`config.mk`:
```
export PLATFORM = sky130hd
export DESIGN_NAME = nvs_ctrl
export DESIGN_NICKNAME = d
export VERILOG_FILES = /design/src/rtl/core/nvs_pkg.sv /design/src/rtl/core/nvs_ctrl.sv
export SDC_FILE = /design/constraint.sdc
export NUM_CORES = 1
export LEC_CHECK = 0
export BUFFER_PORTS_ARGS = -buffer_cell sky130_fd_sc_hd__buf_2
export CAP_MARGIN = 10
export CELL_PAD_IN_SITES_DETAIL_PLACEMENT = 0
export CELL_PAD_IN_SITES_GLOBAL_PLACEMENT = 1
export CORE_AREA = 8 8 45 47
export DETAILED_ROUTE_END_ITERATION = 16
export DIE_AREA = 0 0 53 55
export GPL_ROUTABILITY_DRIVEN = 0
export HOLD_SLACK_MARGIN = 0.15
export PLACE_DENSITY = 0.51
export SYNTH_ARGS = -nofsm -noshare
export SYNTH_HDL_FRONTEND = slang
export SYNTH_SLANG_ARGS = --single-unit
```
`constraint.sdc`:
```
create_clock -name i_clk -period 1.7 [get_ports i_clk]
set_clock_uncertainty 0.1 [all_clocks]
set_input_delay 0.34 -clock i_clk [delete_from_list [all_inputs] [get_ports i_clk]]
set_output_delay 0.34 -clock i_clk [all_outputs]
set_load 0.01 [all_outputs]
```
`src/rtl/core/nvs_pkg.sv`:
```
package nvs_pkg;

    localparam int MAX_VERTICES = 1024;
    localparam int COORD_BITS   = 16;

    // Fixed widths of the stream fields.
    localparam int FIELD_W      = 16;
    localparam int IDX_OUT_W    = 10;
    localparam int DIST_OUT_W   = 34;
    localparam int TDATA_IN_W   = 48;
    localparam int TDATA_OUT_W  = 48;
    localparam int TUSER_IN_W   = 2;
    localparam int TUSER_OUT_W  = 2;

    localparam int IDX_W        = (MAX_VERTICES > 1) ? $clog2(MAX_VERTICES) : 1;
    localparam int CNT_W        = $clog2(MAX_VERTICES + 1);
    localparam int VTX_W        = 3 * COORD_BITS;
    localparam int SQ_W         = 2 * COORD_BITS;
    localparam int SUM_W        = SQ_W + 2;
    localparam int COORD_EXT_W  = (COORD_BITS > FIELD_W) ? COORD_BITS : FIELD_W;
    localparam int IDX_EXT_W    = (IDX_W > IDX_OUT_W) ? IDX_W : IDX_OUT_W;
    localparam int DIST_EXT_W   = (SUM_W > DIST_OUT_W) ? SUM_W : DIST_OUT_W;

    typedef enum logic [1:0] {
        REQ_CLEAR  = 2'd0,
        REQ_APPEND = 2'd1,
        REQ_QUERY  = 2'd2
    } t_req_e;

    typedef struct packed {
        logic clr;
        logic wr;
        logic start;
        logic issue;
        logic load;
    } t_cmd;

    typedef struct packed {
        logic count_zero;
        logic last_issue;
        logic pipe_busy;
        logic out_free;
    } t_status;

endpackage

```
`src/rtl/core/nvs_ctrl.sv`:
```
module nvs_ctrl (
    input  logic            i_clk,
    input  logic            i_rst_n,
    input  logic            i_valid,
    input  nvs_pkg::t_req_e i_req,
    input  nvs_pkg::t_status i_status,
    output logic            o_ready,
    output nvs_pkg::t_cmd   o_cmd
);

    typedef enum logic [1:0] {
        ST_IDLE,
        ST_SCAN,
        ST_DRAIN,
        ST_DONE
    } t_state_e;

    t_state_e r_state;
    t_state_e n_state;

    assign o_ready = (r_state == ST_IDLE);

    always_comb begin
        n_state = r_state;
        o_cmd   = '0;
        case (r_state)
            ST_IDLE: begin
                if (i_valid) begin
                    case (i_req)
                        nvs_pkg::REQ_CLEAR: begin
                            o_cmd.clr = 1'b1;
                        end
                        nvs_pkg::REQ_APPEND: begin
                            o_cmd.wr = 1'b1;
                        end
                        nvs_pkg::REQ_QUERY: begin
                            o_cmd.start = 1'b1;
                            n_state = i_status.count_zero ? ST_DONE : ST_SCAN;
                        end
                        default: begin
                        end
                    endcase
                end
            end
            ST_SCAN: begin
                o_cmd.issue = 1'b1;
                if (i_status.last_issue) begin
                    n_state = ST_DRAIN;
                end
            end
            ST_DRAIN: begin
                if (!i_status.pipe_busy) begin
                    n_state = ST_DONE;
                end
            end
            ST_DONE: begin
                if (i_status.out_free) begin
                    o_cmd.load = 1'b1;
                    n_state = ST_IDLE;
                end
            end
            default: begin
                n_state = ST_IDLE;
            end
        endcase
    end

    always_ff @(posedge i_clk) begin
        if (!i_rst_n) begin
            r_state <= ST_IDLE;
        end else begin
            r_state <= n_state;
        end
    end

endmodule

```
==> metrics <==
Initial DRC Count 1; TritonCTS Buffers 3; clock latency on the worst-skew pair 0.22 ns; sequential-to-total area share from yosys stat 15.6%; total chip power ~0.65 mW; clock net sink count 2; power per standard cell area 1550 nW/um2; DRC viols 0; layout cells sized above 1 71.1%; core footprint 1380 um2; CTS Buffer Depth 2; Crit path arrival time 1.17 ns; Leak 0.207 nW; vias in the first global route 277; Setup TNS 0 ns; Reg2Reg Capture Point r_state[0]; std cell rows 14; r2r worst-path depth 5; Antenna Nets Post-Route 0; Pre-antenna DRT Iters 2; Seq pwr share 16.7%; CTS tree built; Initial Utilization 18.5%; FF/Latch Area 42.5 um2; Synth Register Bits 2; die width 53 um; CP max FO 4; clk slew on worst S/H paths 0.03 ns; first-pass GRT wire length 1120 um; critical path type flip-flop to output port; Post-Syn Nets 40; Mapped Cells 26; I/O Pins 15; Reg2Reg Setup Slack approximately 0.12 ns; Biggest register r_state; fillcell total about 160; sw frac 39.4%; Die ar. 2920 um2; via/cell ratio 4.10; Syn. warnings 0; Worst Hold Endpoint r_state[1]; cell-internal power 0.395 mW; hold_sp i_rst_n; Hold Vio Cnt, Final 0; Inst Count DP 56; crit start category flip-flop; reg-to-reg startpoint r_state[0]; GRT Residual Overflow 0; hold path cells 3; area grow syn2layout 63.4%; final wirelength 681 um; nets 61; post-DR wirelength/cell 11.2 um; Hold WC Path Type primary input to flip-flop; biggest regs r_state: 2 flops; count of input and output buffers 14; Clk pwr share 15.7%; max-cap viol count 0; worst path required time 1.26 ns; Mean Syn Cell Area 9.87 um2; Slew headroom 77.7%; Final Max Slew Viols 0; RSZ-0062 raised after global routing no; initial antenna violation count 0; Largest register FFs 2; Vias 250; Layout Cells excl Fill 61; post-layout min period about 1.6 ns; maximum vdd ir drop between 0.5 and 0.6 mV; final number of setup-violating endpoints 0; synthesized area 256 um2; root buffer cell clkbuf_4; largest net degree at the start of global routing 5; Tcrit/Tclk final 94.8%; H-tree Lvls 1; multi-input combinational cell area 239 um2; CTS Hold Bufs 0; highest clock rate 620 MHz; n_diodes 0; Logic pwr share around two thirds; die height 55 um; run status complete, no violations; Net Switching 0.256 mW; CP endpoint kind output port; Detailed Place HPWL 577 um; Worst-Margin Slew about 0.33 ns; Synth cell types 14; all-layer global routing usage 5.57%
## final cells by class
class                   count  area share, %
inverters                   2           2.39
well taps                  16           4.78
flip-flops and latches      2           10.1
repair buffers             16           20.3
clock buffers               3           5.37
multi-input cells          22           57.0
## cells in the final DEF, fill, tap and decap left out, drive strengths merged
cell	n
a2111oi	1
ha	5
and2	2
nand2	4
clkbuf	3
dfxtp	2
nor2b	1
mux2i	2
nand3b	1
buf	16
o21ai	1
and2b	1
inv	2
mux2	1
nor3	1
nor3b	2
## worst max-delay path, cell delays in order (launching register included)
cell     delay, ns
dfxtp_2       0.33
inv_2         0.09
ha_4          0.14
nand2_2       0.08
nor3b_2       0.17
buf_2         0.15
## what timing repair did
action / in CTS / in global routing
hold endpoints to repair: 0 / 0
pin swaps: 0 / 2
buffers inserted: 1 / 1
endpoints found under the setup margin: 3 / 5
resized for setup: 4 / 7
## cell usage after synthesis
cell	n	area [um2]
a2111oi_4	1	27.5
and2_1	2	12.5
and2b_2	1	8.76
dfxtp_1	2	40.0
ha_1	5	62.6
inv_1	2	7.51
mux2_2	1	11.3
mux2i_1	2	20.0
nand2_1	4	15.0
nand3b_4	1	20.0
nor2b_1	1	6.26
nor3_1	1	5.00
nor3b_1	2	15.0
o21ai_0	1	5.00
## logic make-up (layout without fill, tap and decap cells)
group,Yosys count,in the layout,synth area share [%]
muxes,3,3,12.2
and+or+nand+nor,12,12,32.2
adders and majority gates,5,5,24.4
AOI/OAI and AO/OA,2,2,12.7
buffers and inverters,2,21,2.93
DFF,2,2,15.6
## power groups by stage
| stage | logic, mW | registers (mW) | clock network (mW) |
|---|---|---|---|
| 3_5_place_dp | 0.360 | 0.0957 | 0 |
| 5_1_grt | 0.499 | 0.112 | 0.115 |
| 3_3_place_gp | 0.346 | 0.0941 | 0 |
| 2_1_floorplan | 0.263 | 0.0900 | 0 |
| 6_report | 0.440 | 0.109 | 0.102 |
| 4_1_cts | 0.418 | 0.0987 | 0.110 |
## worst max path at each step
stage	slack (ns)	start	cells past startpoint	end
2_1_floorplan	0.11	r_state[1]	5	r_state[0]
3_3_place_gp	0.09	r_state[1]	5	r_state[0]
3_5_place_dp	0.05	r_state[1]	5	r_state[0]
4_1_cts	-0.01	r_state[0]	5	o_cmd[3]
5_1_grt	0.01	r_state[0]	5	r_state[0]
6_report	0.09	r_state[1]	5	o_cmd[3]
## routing by layer
| metal | share of wire [%] | vias up | GRT usage [%] |
|---|---|---|---|
| li1 | - | 126 | - |
| met1 | 40 | 111 | 4.55 |
| met2 | 43 | 13 | 8.40 |
| met3 | 16 | 0 | 4.55 |
| met4 | 0 | 0 | 5.17 |
| met5 | 0 | - | 0 |
## metrics by stage
step / hold WS (ns) / setup WS (ns) / instance area [um2] / util (%)
floorplan: 0.368 / 0.110 / 256 / -
global placement: 0.387 / 0.0866 / 347 / 25.0
global route: 0.308 / 0.0136 / 419 / 30.3
finish: 0.303 / 0.0879 / 419 / 30.3
CTS: 0.296 / -0.0142 / 389 / 28.1
detailed placement: 0.393 / 0.0465 / 347 / 25.0
Power figures use the tool's default switching activity.
